**src/pap_pkg.sv**
```systemverilog
// Shared constants, types and helpers of the padded 2D pooling block.
package pap_pkg;

    localparam int MAX_WIDTH  = 256;
    localparam int MAX_HEIGHT = 256;
    localparam int MAX_KERNEL = 16;

    localparam int ADDR_W = $clog2(MAX_WIDTH * MAX_HEIGHT);
    localparam int KIDX_W = (MAX_KERNEL > 1) ? $clog2(MAX_KERNEL) : 1;
    localparam int KDIM_W = 5;
    localparam int PDIM_W = 9;
    localparam int AREA_W = $clog2(MAX_KERNEL * MAX_KERNEL + 1);
    localparam int SUM_W  = 16 + $clog2(MAX_KERNEL * MAX_KERNEL);
    localparam int DCNT_W = $clog2(SUM_W + 1);
    localparam int CRD_W  = 16;
    localparam int CFG_IDX_W = 3;
    localparam int CFG_DAT_W = 9;
    localparam int QUEUE_DEPTH = 2;

    typedef enum logic [1:0] {
        OP_WRITE = 2'd0,
        OP_AVG   = 2'd1,
        OP_MAX   = 2'd2,
        OP_NONE  = 2'd3
    } op_t;

    typedef enum logic [CFG_IDX_W-1:0] {
        REG_KERNEL_W     = 3'd0,
        REG_KERNEL_H     = 3'd1,
        REG_STRIDE_X     = 3'd2,
        REG_STRIDE_Y     = 3'd3,
        REG_PAD_X        = 3'd4,
        REG_PAD_Y        = 3'd5,
        REG_PLANE_WIDTH  = 3'd6,
        REG_PLANE_HEIGHT = 3'd7
    } reg_idx_t;

    typedef struct packed {
        logic [KDIM_W-1:0] kw;
        logic [KDIM_W-1:0] kh;
        logic [4:0]        sx;
        logic [4:0]        sy;
        logic [3:0]        px;
        logic [3:0]        py;
        logic [PDIM_W-1:0] pw;
        logic [PDIM_W-1:0] ph;
    } cfg_t;

    typedef struct packed {
        logic                    is_write;
        logic                    is_avg;
        logic [ADDR_W-1:0]       addr;
        logic [15:0]             data;
        logic signed [CRD_W-1:0] x0;
        logic signed [CRD_W-1:0] y0;
    } q_entry_t;

    typedef enum logic [2:0] {
        BK_IDLE,
        BK_WALK,
        BK_DRAIN,
        BK_SETUP,
        BK_DIV
    } back_state_t;

    function automatic logic [ADDR_W-1:0] cell_addr(input logic [CRD_W-1:0] y,
                                                    input logic [CRD_W-1:0] x);
        cell_addr = ADDR_W'(y) * ADDR_W'(MAX_WIDTH) + ADDR_W'(x);
    endfunction

endpackage

```
**src/pap_queue.sv**
```systemverilog
// Short queue of classified items between the front and back parts.
module pap_queue
    import pap_pkg::*;
(
    input  logic     clk,
    input  logic     rst_n,
    input  logic     push,
    input  q_entry_t push_data,
    input  logic     pop,
    output q_entry_t head,
    output logic     full,
    output logic     empty
);

    localparam int PTR_W = (QUEUE_DEPTH > 1) ? $clog2(QUEUE_DEPTH) : 1;

    q_entry_t         slot_reg [QUEUE_DEPTH];
    logic [PTR_W-1:0] wptr_reg, rptr_reg;
    logic [PTR_W:0]   count_reg;

    assign full  = (count_reg == (PTR_W+1)'(QUEUE_DEPTH));
    assign empty = (count_reg == '0);
    assign head  = slot_reg[rptr_reg];

    always_ff @(posedge clk)
    begin
        if (push)
        begin
            slot_reg[wptr_reg] <= push_data;
        end
    end

    always_ff @(posedge clk or negedge rst_n)
    begin
        if (!rst_n)
        begin
            wptr_reg  <= '0;
            rptr_reg  <= '0;
            count_reg <= '0;
        end
        else
        begin
            if (push)
            begin
                wptr_reg <= (wptr_reg == PTR_W'(QUEUE_DEPTH - 1)) ? '0 : wptr_reg + 1'b1;
            end
            if (pop)
            begin
                rptr_reg <= (rptr_reg == PTR_W'(QUEUE_DEPTH - 1)) ? '0 : rptr_reg + 1'b1;
            end
            if (push && !pop)
            begin
                count_reg <= count_reg + 1'b1;
            end
            else if (pop && !push)
            begin
                count_reg <= count_reg - 1'b1;
            end
        end
    end

endmodule

```
**config.mk**
```make
export PLATFORM = sky130hd
export DESIGN_NAME = pap_queue
export DESIGN_NICKNAME = d
export VERILOG_FILES = /design/src/pap_pkg.sv /design/src/pap_queue.sv
export SDC_FILE = /design/constraint.sdc
export NUM_CORES = 1
export LEC_CHECK = 0
export BUFFER_PORTS_ARGS = -buffer_cell sky130_fd_sc_hd__clkbuf_2
export CORE_ASPECT_RATIO = 0.75
export CORE_UTILIZATION = 40
export DETAILED_ROUTE_END_ITERATION = 16
export GPL_TIMING_DRIVEN = 0
export PLACE_DENSITY = 0.68
export SKIP_LAST_GASP = 1
export SYNTH_ARGS = -nofsm -noshare
export SYNTH_HDL_FRONTEND = slang
export SYNTH_SLANG_ARGS = --single-unit
```
**constraint.sdc**
```tcl
create_clock -name clk -period 11.2 [get_ports clk]
set_input_delay 3.36 -clock clk [delete_from_list [all_inputs] [get_ports clk]]
set_output_delay 3.36 -clock clk [all_outputs]
set_load 0.01 [all_outputs]
```
==> results.md <==
* Worst slew pin tran at 602 ps
* Max stage delay on crit path at 380 ps
* Fin crit share at 45.3%
* Syn_area_per_cell at 22.9 sq um
* Die width at 132 um
* IO Pins at 138
* Register-to-Register Path Depth at 2
* Final Util at 53.9%
* Clock buffer depth at 2
* Fin. Hold Viols at 0
* WHS Path Cells at 1
* Crit path kind: flop to output port
* Post CTS Setup Buffer Count at 0
* Gpl congestion at 0.709
* Hold WC Path Type: flop to flop
* Final nets at 451
* Die area at 13100 sq um
* Max-cap viol count at 0
* DR iter-0 viols at 80
* RSZ-0062 raised after global routing: false
* Post-CTS Hold Buffers at 0
* Vias in the first global route at 2760
* Clk_skew at 5.46 ps
* Ys flop type: edfxtp_1
* Vias per cell at 4.62
* First-pass GRT wire length at 13.8 mm
* Largest register FFs at 132
* Antenna violations before repair at 0
* XOR/XNOR Fraction of Synth Area at 0.865%
* Dpl cell area at 6030 sq um
* DRT antenna net count at 0
* Syn. warnings at 0
* Max IR drop VDD at 0.144 mV
* Arr. time, crit path at 1720 ps
* Vias post-DR at 2581
* Simple-gate portion of the synthesized area at 0.519%
* Largest family of logic cells by synthesized area: multiplexers
* Synth cell types at 14
* TNS Setup at 0 ps
* Worst endpoint required time at 7840 ps
* Clock root buffer: clkbuf_16
* Largest area contributor in the netlist: edfxtp_1
* Yosys top cell area share at 78.3%
* TritonCTS buffer count at 17
* Maximum fanout along the worst path at 10
* Clock latency on the worst-skew pair at 410 ps
* Die extent in y at 99.4 um
* Bufs and invs on worst path at 3
* CP Launch Type: flop
* Adder-cell area share of the yosys netlist at 0.247%
* Slowest-stage cell, CP: dfrtp_1
* Synth-to-Final Area Change at 31.1%
* FF+latch count, synth at 136
* Final period demand of the worst path at 5080 ps
* Total track usage at 14.4%
* Worst setup EP type: output port
* Fmax achieved at 0.197 GHz
* CP Depth at 4
* Most frequent cell after synthesis: edfxtp_1
* Setup violations, final at 0
* Leakage power at 2.64 nW
* Relative slew slack at 59.8%
* Slew Limit Fails at 0
* Antenna fix cells at 0
* Initial core utilization at 41.1%
* Post-synthesis instance area at 5060 sq um
* WL per Instance at 16.1 um
* Cell Pwr Density at 266 nW/um^2
* Clock-pin slew on the worst setup and hold paths at 60 ps
* Clock H-tree levels at 4
* Outcome: finished, final reports clean
* IO Port Bufs at 137
* Top cells by count, synth: edfxtp_1, mux2_2, mux2_4, dfrtp_1, xor2_1
* First-pass iteration count of the detailed router at 4
* Async set or reset register ratio after synthesis at 2.94%
* Post-synth EDFFs at 132
* Mux contribution to synthesized area at 16.9%
* Crit path cell chain: buf_4, buf_6, mux2_4, clkbuf_2
* Post-Synthesis Net Count at 292
* # DRC at 0
* Share of cells above drive strength 1 at 62.3%
* # clock sinks at 136
* Top cells by area, synth: edfxtp_1, mux2_4, mux2_2, dfrtp_1, xor2_1
* Sequential share of the synthesized area at 80.3%
* Core area at 12300 sq um
* Post-CTS sizing at 0
* GR Overflow Total at 0
* Cells after synthesis at 221
* Detailed placement HPWL at 5.85 mm
* Largest net degree at the start of global routing at 43
* Delay-heaviest family, CP: buffers and inverters
* Row count at 35
* Post-route cell area at 6640 sq um
* Final WL at 9.00 mm
* Post-synthesis compound-gate area fraction at 0%
* CTS tree: done
## path summary, 6_finish.rpt
check                                              start                        end  slack [ps]
worst max register to register      wptr_reg$_DFFE_PN0P_  slot_reg[0][14]$_DFFE_PP_        9670
max in group asynchronous                          rst_n   count_reg[0]$_DFFE_PN0P_        8310
worst min-delay path            count_reg[1]$_DFFE_PN0P_   count_reg[1]$_DFFE_PN0P_         500
worst min register to register  count_reg[1]$_DFFE_PN0P_   count_reg[1]$_DFFE_PN0P_         500
min in group asynchronous                          rst_n       wptr_reg$_DFFE_PN0P_        2750
worst max-delay path                rptr_reg$_DFFE_PN0P_                   head[25]        6120
## metal layers
| metal | wire length [um] | GRT usage [%] | vias to the layer above |
|---|---|---|---|
| met5 | 0 | 0 | - |
| met4 | 94 | 6.71 | 0 |
| met3 | 680 | 5.91 | 11 |
| met2 | 4380 | 23.4 | 105 |
| met1 | 3850 | 16.8 | 1270 |
| li1 | - | - | 1195 |
## cell families (layout without fill, tap and decap cells)
logic type               after synthesis  after routing
XOR/XNOR                               5              5
AND/OR/NAND/NOR                        5              5
flip-flops                           136            136
buffers and inverters                  8            180
adder cells (fa/ha/maj)                1              1
multiplexers                          66             66
## placed cells by master (no fill, tap or decap), types with 2 or more instances in the layout
cell / instances
clkbuf_2: 137
edfxtp_1: 132
mux2_2: 36
mux2_4: 30
clkbuf_16: 17
xor2_1: 4
dfrtp_1: 4
buf_2: 3
buf_6: 3
clkinv_4: 3
clkinvlp_4: 3
inv_6: 3
bufinv_16: 3
nor2_1: 2
clkbuf_1: 2
buf_12: 2
## power breakdown
| group | total, mW | switching, mW | internal [mW] |
|---|---|---|---|
| registers | 0.703 | 0.0274 | 0.675 |
| logic | 0.498 | 0.250 | 0.247 |
| clock network | 0.565 | 0.213 | 0.353 |
| total | 1.77 | 0.490 | 1.28 |
## area by class of cell
type                    instances  area [sq um]
fillers                      1024          5670
flip-flops and latches        136          4060
multi-input cells              77           948
repair buffers                140           753
clock buffers                  19           433
well taps                     166           208
clock inverters                13           170
plain buffers                   7          56.3
inverters                       1          3.75
## stage by stage
step / std cells / hold WS (ps) / setup slack, ps / power [mW]
floorplan: 221 / 455 / 4440 / 1.04
global placement: 524 / 471 / 2520 / 1.21
detailed placement: 527 / 497 / 6520 / 1.22
CTS: 559 / 506 / 6060 / 1.79
global route: 559 / 528 / 6010 / 1.84
finish: 559 / 498 / 6120 / 1.77
(Power assumes the default switching activity.)
