`src/pap_pkg.sv`:
```
// Shared constants, types and helpers of the padded 2D pooling block.
package pap_pkg;

    localparam int MAX_WIDTH  = 256;
    localparam int MAX_HEIGHT = 256;
    localparam int MAX_KERNEL = 16;

    localparam int ADDR_W = $clog2(MAX_WIDTH * MAX_HEIGHT);
    localparam int KIDX_W = (MAX_KERNEL > 1) ? $clog2(MAX_KERNEL) : 1;
    localparam int KDIM_W = 5;
    localparam int PDIM_W = 9;
    localparam int AREA_W = $clog2(MAX_KERNEL * MAX_KERNEL + 1);
    localparam int SUM_W  = 16 + $clog2(MAX_KERNEL * MAX_KERNEL);
    localparam int DCNT_W = $clog2(SUM_W + 1);
    localparam int CRD_W  = 16;
    localparam int CFG_IDX_W = 3;
    localparam int CFG_DAT_W = 9;
    localparam int QUEUE_DEPTH = 2;

    typedef enum logic [1:0] {
        OP_WRITE = 2'd0,
        OP_AVG   = 2'd1,
        OP_MAX   = 2'd2,
        OP_NONE  = 2'd3
    } op_t;

    typedef enum logic [CFG_IDX_W-1:0] {
        REG_KERNEL_W     = 3'd0,
        REG_KERNEL_H     = 3'd1,
        REG_STRIDE_X     = 3'd2,
        REG_STRIDE_Y     = 3'd3,
        REG_PAD_X        = 3'd4,
        REG_PAD_Y        = 3'd5,
        REG_PLANE_WIDTH  = 3'd6,
        REG_PLANE_HEIGHT = 3'd7
    } reg_idx_t;

    typedef struct packed {
        logic [KDIM_W-1:0] kw;
        logic [KDIM_W-1:0] kh;
        logic [4:0]        sx;
        logic [4:0]        sy;
        logic [3:0]        px;
        logic [3:0]        py;
        logic [PDIM_W-1:0] pw;
        logic [PDIM_W-1:0] ph;
    } cfg_t;

    typedef struct packed {
        logic                    is_write;
        logic                    is_avg;
        logic [ADDR_W-1:0]       addr;
        logic [15:0]             data;
        logic signed [CRD_W-1:0] x0;
        logic signed [CRD_W-1:0] y0;
    } q_entry_t;

    typedef enum logic [2:0] {
        BK_IDLE,
        BK_WALK,
        BK_DRAIN,
        BK_SETUP,
        BK_DIV
    } back_state_t;

    function automatic logic [ADDR_W-1:0] cell_addr(input logic [CRD_W-1:0] y,
                                                    input logic [CRD_W-1:0] x);
        cell_addr = ADDR_W'(y) * ADDR_W'(MAX_WIDTH) + ADDR_W'(x);
    endfunction

endpackage

```
`src/pap_front.sv`:
```
// Front part: configuration registers, item acceptance and classification.
module pap_front
    import pap_pkg::*;
(
    input  logic                 clk,
    input  logic                 rst_n,
    input  logic                 cfg_valid,
    input  logic [CFG_IDX_W-1:0] cfg_index,
    input  logic [CFG_DAT_W-1:0] cfg_data,
    input  logic                 start,
    input  logic                 q_full,
    input  logic [1:0]           op,
    input  logic [7:0]           col,
    input  logic [7:0]           row,
    input  logic signed [15:0]   sample,
    output logic                 push,
    output q_entry_t             push_data,
    output cfg_t                 cfg
);

    logic [4:0]        kw_reg, kh_reg, sx_reg, sy_reg;
    logic [3:0]        px_reg, py_reg;
    logic [PDIM_W-1:0] pw_reg, ph_reg;
    logic [12:0]       xprod, yprod;
    logic              in_plane;
    logic              accept;

    always_ff @(posedge clk or negedge rst_n)
    begin
        if (!rst_n)
        begin
            kw_reg <= 5'd2;
            kh_reg <= 5'd2;
            sx_reg <= 5'd2;
            sy_reg <= 5'd2;
            px_reg <= 4'd0;
            py_reg <= 4'd0;
            pw_reg <= 9'd256;
            ph_reg <= 9'd256;
        end
        else if (cfg_valid)
        begin
            case (reg_idx_t'(cfg_index))
                REG_KERNEL_W:     kw_reg <= cfg_data[4:0];
                REG_KERNEL_H:     kh_reg <= cfg_data[4:0];
                REG_STRIDE_X:     sx_reg <= cfg_data[4:0];
                REG_STRIDE_Y:     sy_reg <= cfg_data[4:0];
                REG_PAD_X:        px_reg <= cfg_data[3:0];
                REG_PAD_Y:        py_reg <= cfg_data[3:0];
                REG_PLANE_WIDTH:  pw_reg <= cfg_data;
                REG_PLANE_HEIGHT: ph_reg <= cfg_data;
                default:          ;
            endcase
        end
    end

    always_comb
    begin
        cfg.kw = (kw_reg == '0) ? KDIM_W'(1) :
                 (int'(kw_reg) > MAX_KERNEL) ? KDIM_W'(MAX_KERNEL) : kw_reg;
        cfg.kh = (kh_reg == '0) ? KDIM_W'(1) :
                 (int'(kh_reg) > MAX_KERNEL) ? KDIM_W'(MAX_KERNEL) : kh_reg;
        cfg.sx = (sx_reg == '0) ? 5'd1 : sx_reg;
        cfg.sy = (sy_reg == '0) ? 5'd1 : sy_reg;
        cfg.px = px_reg;
        cfg.py = py_reg;
        cfg.pw = (pw_reg == '0) ? PDIM_W'(1) :
                 (int'(pw_reg) > MAX_WIDTH) ? PDIM_W'(MAX_WIDTH) : pw_reg;
        cfg.ph = (ph_reg == '0) ? PDIM_W'(1) :
                 (int'(ph_reg) > MAX_HEIGHT) ? PDIM_W'(MAX_HEIGHT) : ph_reg;
    end

    always_comb
    begin
        accept   = start && !q_full;
        in_plane = ({1'b0, col} < cfg.pw) && ({1'b0, row} < cfg.ph);
        xprod    = 13'(col) * 13'(cfg.sx);
        yprod    = 13'(row) * 13'(cfg.sy);

        push_data.is_write = (op == OP_WRITE);
        push_data.is_avg   = (op == OP_AVG);
        push_data.addr     = cell_addr(CRD_W'(row), CRD_W'(col));
        push_data.data     = sample;
        push_data.x0       = $signed(CRD_W'(xprod)) - $signed(CRD_W'(cfg.px));
        push_data.y0       = $signed(CRD_W'(yprod)) - $signed(CRD_W'(cfg.py));

        case (op_t'(op))
            OP_WRITE: push = accept && in_plane;
            OP_AVG:   push = accept;
            OP_MAX:   push = accept;
            default:  push = 1'b0;
        endcase
    end

endmodule

```
`config.mk`:
```
export PLATFORM = sky130hd
export DESIGN_NAME = pap_front
export DESIGN_NICKNAME = d
export VERILOG_FILES = /design/src/pap_pkg.sv /design/src/pap_front.sv
export SDC_FILE = /design/constraint.sdc
export NUM_CORES = 1
export LEC_CHECK = 0
export BUFFER_PORTS_ARGS = -buffer_cell sky130_fd_sc_hd__buf_2
export CAP_MARGIN = 0
export CORE_ASPECT_RATIO = 0.5
export CORE_MARGIN = 1.5
export CORE_UTILIZATION = 56
export DETAILED_ROUTE_END_ITERATION = 16
export GPL_TIMING_DRIVEN = 0
export PLACE_DENSITY = 0.85
export SLEW_MARGIN = 20
export SYNTH_ARGS = -nofsm -noshare
export SYNTH_HDL_FRONTEND = slang
export SYNTH_SLANG_ARGS = --single-unit
```
`constraint.sdc`:
```
create_clock -name clk -period 12.38 [get_ports clk]
set_input_delay 2.476 -clock clk [delete_from_list [all_inputs] [get_ports clk]]
set_output_delay 2.476 -clock clk [all_outputs]
set_load 0.03 [all_outputs]
```
==> results of run 1 <==
[Yosys cell counts, types with 13 or more instances]
| library cell | number | area, sq um |
|---|---|---|
| dfrtp_1 | 40 | 1000 |
| nor2b_1 | 29 | 181 |
| ha_1 | 75 | 938 |
| fa_1 | 44 | 881 |
| nand2b_1 | 17 | 106 |
| mux2_2 | 42 | 473 |
| xnor2_1 | 13 | 114 |
| clkbuf_1 | 22 | 82.6 |
| buf_4 | 36 | 270 |
| and2_1 | 32 | 200 |
| a21oi_1 | 19 | 95.1 |
| nand2_1 | 46 | 173 |
| inv_1 | 113 | 424 |
| nor2_1 | 15 | 56.3 |
[worst reg2reg max path, delay by kind of cell, from the launching register on]
kind     cells  cell delay [ns]
buf+inv      1             0.30
flops        1             0.56
mux          1             0.22
[metrics by stage]
| stage | hold WS (ns) | util (%) | setup WS, ns | cell area (sq um) | cells |
|---|---|---|---|---|---|
| final | 0.513 | 70.0 | 3.65 | 6810 | 924 |
| after global routing | 0.536 | 70.0 | 3.44 | 6810 | 924 |
| after CTS | 0.512 | 70.0 | 3.65 | 6810 | 924 |
| after detailed placement | 0.500 | 68.6 | 3.69 | 6670 | 916 |
| after floorplan | 0.480 | - | 3.83 | 5780 | 636 |
| after global placement | 0.492 | 68.6 | 3.79 | 6670 | 916 |
[routing by layer]
| metal | part of all wire [%] | up-vias | global-route usage (%) |
|---|---|---|---|
| li1 | - | 2313 | - |
| met1 | 41 | 2307 | 29.1 |
| met2 | 52 | 135 | 47.8 |
| met3 | 4.5 | 23 | 2.67 |
| met4 | 1.7 | 0 | 7.63 |
| met5 | 0 | - | 0 |
[worst min path at each step]
stage	from	end	slack, ns	cells after the start
after global placement	sy_reg[0]	sy_reg[0]	0.49	1
after CTS	pw_reg[0]	pw_reg[0]	0.51	1
after detailed placement	sy_reg[0]	sy_reg[0]	0.50	1
after global routing	sx_reg[0]	sx_reg[0]	0.54	1
final	sy_reg[0]	sy_reg[0]	0.51	1
after floorplan	sy_reg[0]	sy_reg[0]	0.48	1
[cell type report]
type,count,share of cell area (%)
clock inverter,2,0.147
timing repair buffer,145,10.7
clock buffer,6,1.89
inverter,113,6.23
tap,135,2.48
multi-input combinational,417,56.2
sequential,46,17.0
buffer,60,5.33
[kinds of logic (layout without fill, tap and decap cells)]
| logic type | count (synthesis) | in the layout | share of synthesized area [%] |
|---|---|---|---|
| buffers and inverters | 173 | 326 | 13.6 |
| flip-flops | 46 | 46 | 20.1 |
| AO/OA/AOI/OAI | 55 | 55 | 6.45 |
| adder cells (fa/ha/maj) | 119 | 119 | 31.5 |
| AND/OR/NAND/NOR | 183 | 183 | 17.4 |
| multiplexers | 43 | 43 | 8.36 |
| XOR/XNOR | 17 | 17 | 2.58 |
==> out/qor.csv, run 1 <==
metric,value,unit
"most common cell after layout, fill and taps aside",buf_2,
hold-fix buffers at CTS,0,
PortBufs,145,
Initial Util,59.4,%
"Seq/Total Area, Yosys",20.1,%
Avg Inst Size Synth,9.08,sq um
Max Cap Viol,0,
final setup vio count,0,
fin crit period,8.73,ns
Reg2Reg Depth,2,
clock skew,0,ns
Synth Register Bits,46,
total clock sinks,46,
CTS tree,built,
drt drc,0,
core area,9730,sq um
I/O Pins,164,
worst path bufs/invs,5,
data required time of the worst path,9.90,ns
NumNets Final,958,
CP Cell Sequence,buf_2 -> and2_1 -> fa_1 -> inv_1 -> fa_1 -> fa_1 -> inv_1 -> ha_1 -> nand3_1 -> o2111ai_1 -> nand3_1 -> o21ai_1 -> xor2_1 -> buf_4 -> buf_2,
clock root buffer,clkbuf_16,
first-pass GRT wire length,21.5,mm
Max Transition Viols Final,0,
worst r2r dst,ph_reg[8],
Fin. Hold Viols,0,
multi-input logic area,3830,sq um
"Primary FF master, synth",dfrtp_1,
clk slew on worst S/H paths,0.06,ns
Synth warnings,0,
CP Class,input pin to output pin,
die area,11000,sq um
die width,147,um
Hold Crit Class,register to register,
FF+latch area,1160,sq um
Num CTS Buffers,5,
fmax,115,MHz
CTS max path bufs,2,
remaining antenna violation count,0,
CP top delay family,adder cells,
Reg2Reg Setup Slack,11.25,ns
Tightest Pin Transition,0.974,ns
share of the clock period used by the worst path,70.5,%
Avg WL per Cell,14.1,um
max incr delay on CP,0.57,ns
fillers,751,
setup_tns,0,ns
Synth Instances,636,
unrepaired setup endpoints after global routing,no,
pin count of the biggest net entering global routing,47,
routed wire length,13.1,mm
Resize count post-CTS,0,
Vias/cell,5.17,
Post-synth EDFFs,0,
layout cells sized above 1,31.6,%
Post-synth ARST share,100,%
most frequent cells in the layout,"buf_2 (146), inv_1 (113), ha_1 (75), nand2_1 (46), fa_1 (44)",
post-DP HPWL,10.7,mm
Die Height,74.8,um
slowest cell on the critical path,fa_1,
critical-path maximum fanout,7,
CP startpoint,col[4],
n_diodes,0,
gr usage total,24.4,%
router iterations before antenna repair,4,
DR vias,4778,
initial antenna violation count,0,
postcts setup bufs,0,
Crit path depth,15,
Crit Reg-Reg Startpoint,ph_reg[8],
Synth cell types,50,
Startpoint Class,input pin,
Max-Slew Margin vs Limit,34.6,%
RePlAce Congestion,0.840,
H-tree Lvls,2,
CP most frequent cell,fa_1,
Syn-to-layout area delta,17.9,%
synthesized area,5780,sq um
initial DRC count,166,
vias in the first global route,4730,
post-synth net total,806,
total grt overflow,0,
clk_lat worst skew,0.28,ns
arrival time at the worst endpoint,6.26,ns
Crit. End Element,output pin,
CP Capture Point,push_data[31],
status,"complete, no violations",
FP Rows,25,
Power of run 1 is not shown: default switching activity piles up to over one toggle a cycle in this logic, so the estimate is an artifact.
==> inputs of run 2 (changes only) <==
Settings changed: CORE_UTILIZATION 56 to 49, PLACE_DENSITY 0.85 to 0.79.
Clock period 12.38 ns to 7 ns, I/O delays scaled along.
==> out/qor.csv, run 2 (synthesis gave the netlist of run 1 again) <==
metric,value,unit,change
final setup vio count,0,,unchanged
unrepaired setup endpoints after global routing,no,,
most frequent cells in the layout,"buf_2 (146), inv_1 (113), ha_1 (75), nand2_1 (46), fa_1 (44)",,
total clock sinks,46,,unchanged
Num CTS Buffers,5,,unchanged
Reg2Reg Setup Slack,5.85,ns,-5.40 ns
CP Capture Point,push_data[31],,
critical-path maximum fanout,7,,unchanged
RePlAce Congestion,0.824,,-1.9%
Vias/cell,5.00,,-3.3%
first-pass GRT wire length,21.7,mm,+0.74%
status,"complete, no violations",,
die width,157,um,+6.8%
router iterations before antenna repair,4,,unchanged
"most common cell after layout, fill and taps aside",buf_2,,
Syn-to-layout area delta,18.9,%,
fmax,153,MHz,
gr usage total,21.7,%,-2.7 points
Max Transition Viols Final,0,,unchanged
DR vias,4741,,-0.77%
I/O Pins,164,,unchanged
clock root buffer,clkbuf_16,,
NumNets Final,958,,unchanged
Avg WL per Cell,13.9,um,-1.3%
n_diodes,0,,unchanged
setup_tns,0,ns,unchanged
hold-fix buffers at CTS,0,,unchanged
CP startpoint,col[4],,
FF+latch area,1160,sq um,unchanged
Tightest Pin Transition,0.968,ns,-0.00608 ns
fin crit period,6.55,ns,
pin count of the biggest net entering global routing,47,,unchanged
Crit Reg-Reg Startpoint,pw_reg[8],,
Die Height,79.8,um,+6.6%
CTS tree,built,,
total grt overflow,0,,unchanged
H-tree Lvls,2,,unchanged
clk slew on worst S/H paths,0.06,ns,about the same
worst r2r dst,pw_reg[8],,
Crit. End Element,output pin,,
die area,12500,sq um,+14%
initial DRC count,205,,+23%
vias in the first global route,4697,,-0.70%
PortBufs,145,,unchanged
Max-Slew Margin vs Limit,35.0,%,+0.41 points
CTS max path bufs,2,,unchanged
remaining antenna violation count,0,,unchanged
Initial Util,51.4,%,-8.0 points
arrival time at the worst endpoint,5.15,ns,-1.11 ns
clk_lat worst skew,0.28,ns,about the same
Fin. Hold Viols,0,,unchanged
post-DP HPWL,10.8,mm,+0.70%
fillers,989,,+32%
FP Rows,27,,+8.0%
Reg2Reg Depth,2,,unchanged
initial antenna violation count,0,,unchanged
share of the clock period used by the worst path,93.6,%,
routed wire length,13.2,mm,+1.2%
clock skew,0,ns,unchanged
Hold Crit Class,register to register,,
Startpoint Class,input pin,,
multi-input logic area,3830,sq um,about the same
drt drc,0,,unchanged
data required time of the worst path,5.60,ns,-4.30 ns
core area,11200,sq um,+16%
Max Cap Viol,0,,unchanged
CP Class,input pin to output pin,,
layout cells sized above 1,31.6,%,unchanged
## run 2: cell types whose count changed in the layout (fill, tap and decap cells not counted), sizes merged
cell    before  now
clkbuf      28   29
bufinv       0    1
clkinv       2    0
## run 2: per-layer routing
layer,wire length (um),GRT usage [%],vias up
met2,6860,42.7,109
met3,533,1.90,18
met5,0,0,-
met4,189,5.43,0
met1,5640,25.6,2300
li1,-,-,2314
## run 2: worst min path at each step
stage | startpoint | end | slack [ns] | depth (start not counted)
floorplan | sy_reg[0] | sy_reg[0] | 0.48 | 1
global placement | pw_reg[0] | pw_reg[0] | 0.49 | 1
detailed placement | pw_reg[0] | pw_reg[0] | 0.50 | 1
CTS | pw_reg[0] | pw_reg[0] | 0.51 | 1
global route | kh_reg[0] | kh_reg[0] | 0.53 | 1
finish | pw_reg[0] | pw_reg[0] | 0.51 | 1
## run 2: critical path, cell delays in order
cell	delay (ns)
buf_2	0.15
and2_1	0.18
fa_1	0.53
inv_1	0.05
fa_1	0.46
fa_1	0.57
inv_1	0.05
ha_1	0.36
nand3_1	0.12
o2111ai_1	0.32
nand3_1	0.19
o21ai_1	0.20
xor2_1	0.25
buf_4	0.15
buf_2	0.18
## run 2: layout make-up
type / count / share of cell area (%)
timing repair buffer: 145 / 10.6
clock buffer: 7 / 1.93
multi-input combinational: 417 / 55.8
buffer: 60 / 5.28
inverter: 113 / 6.17
clock inverter: 1 / 0.437
tap: 159 / 2.90
sequential: 46 / 16.9
## run 2: timing repair
action | 4_1_cts | 5_1_grt
resized for setup | 0 | 1
endpoints found under the setup margin | 0 | 2
buffers inserted | 0 | 0
## run 2: through the flow
step	hold WS, ns	utilization (%)	setup WS (ns)	std cells	area (sq um)
3_5_place_dp	0.499	59.6	0.508	940	6700
6_report	0.512	61.1	0.451	948	6870
3_3_place_gp	0.492	59.6	0.567	940	6700
5_1_grt	0.526	61.1	0.186	948	6870
2_1_floorplan	0.480	-	0.598	636	5780
4_1_cts	0.512	61.0	0.370	948	6860
Power of run 2 is left out for the same reason.
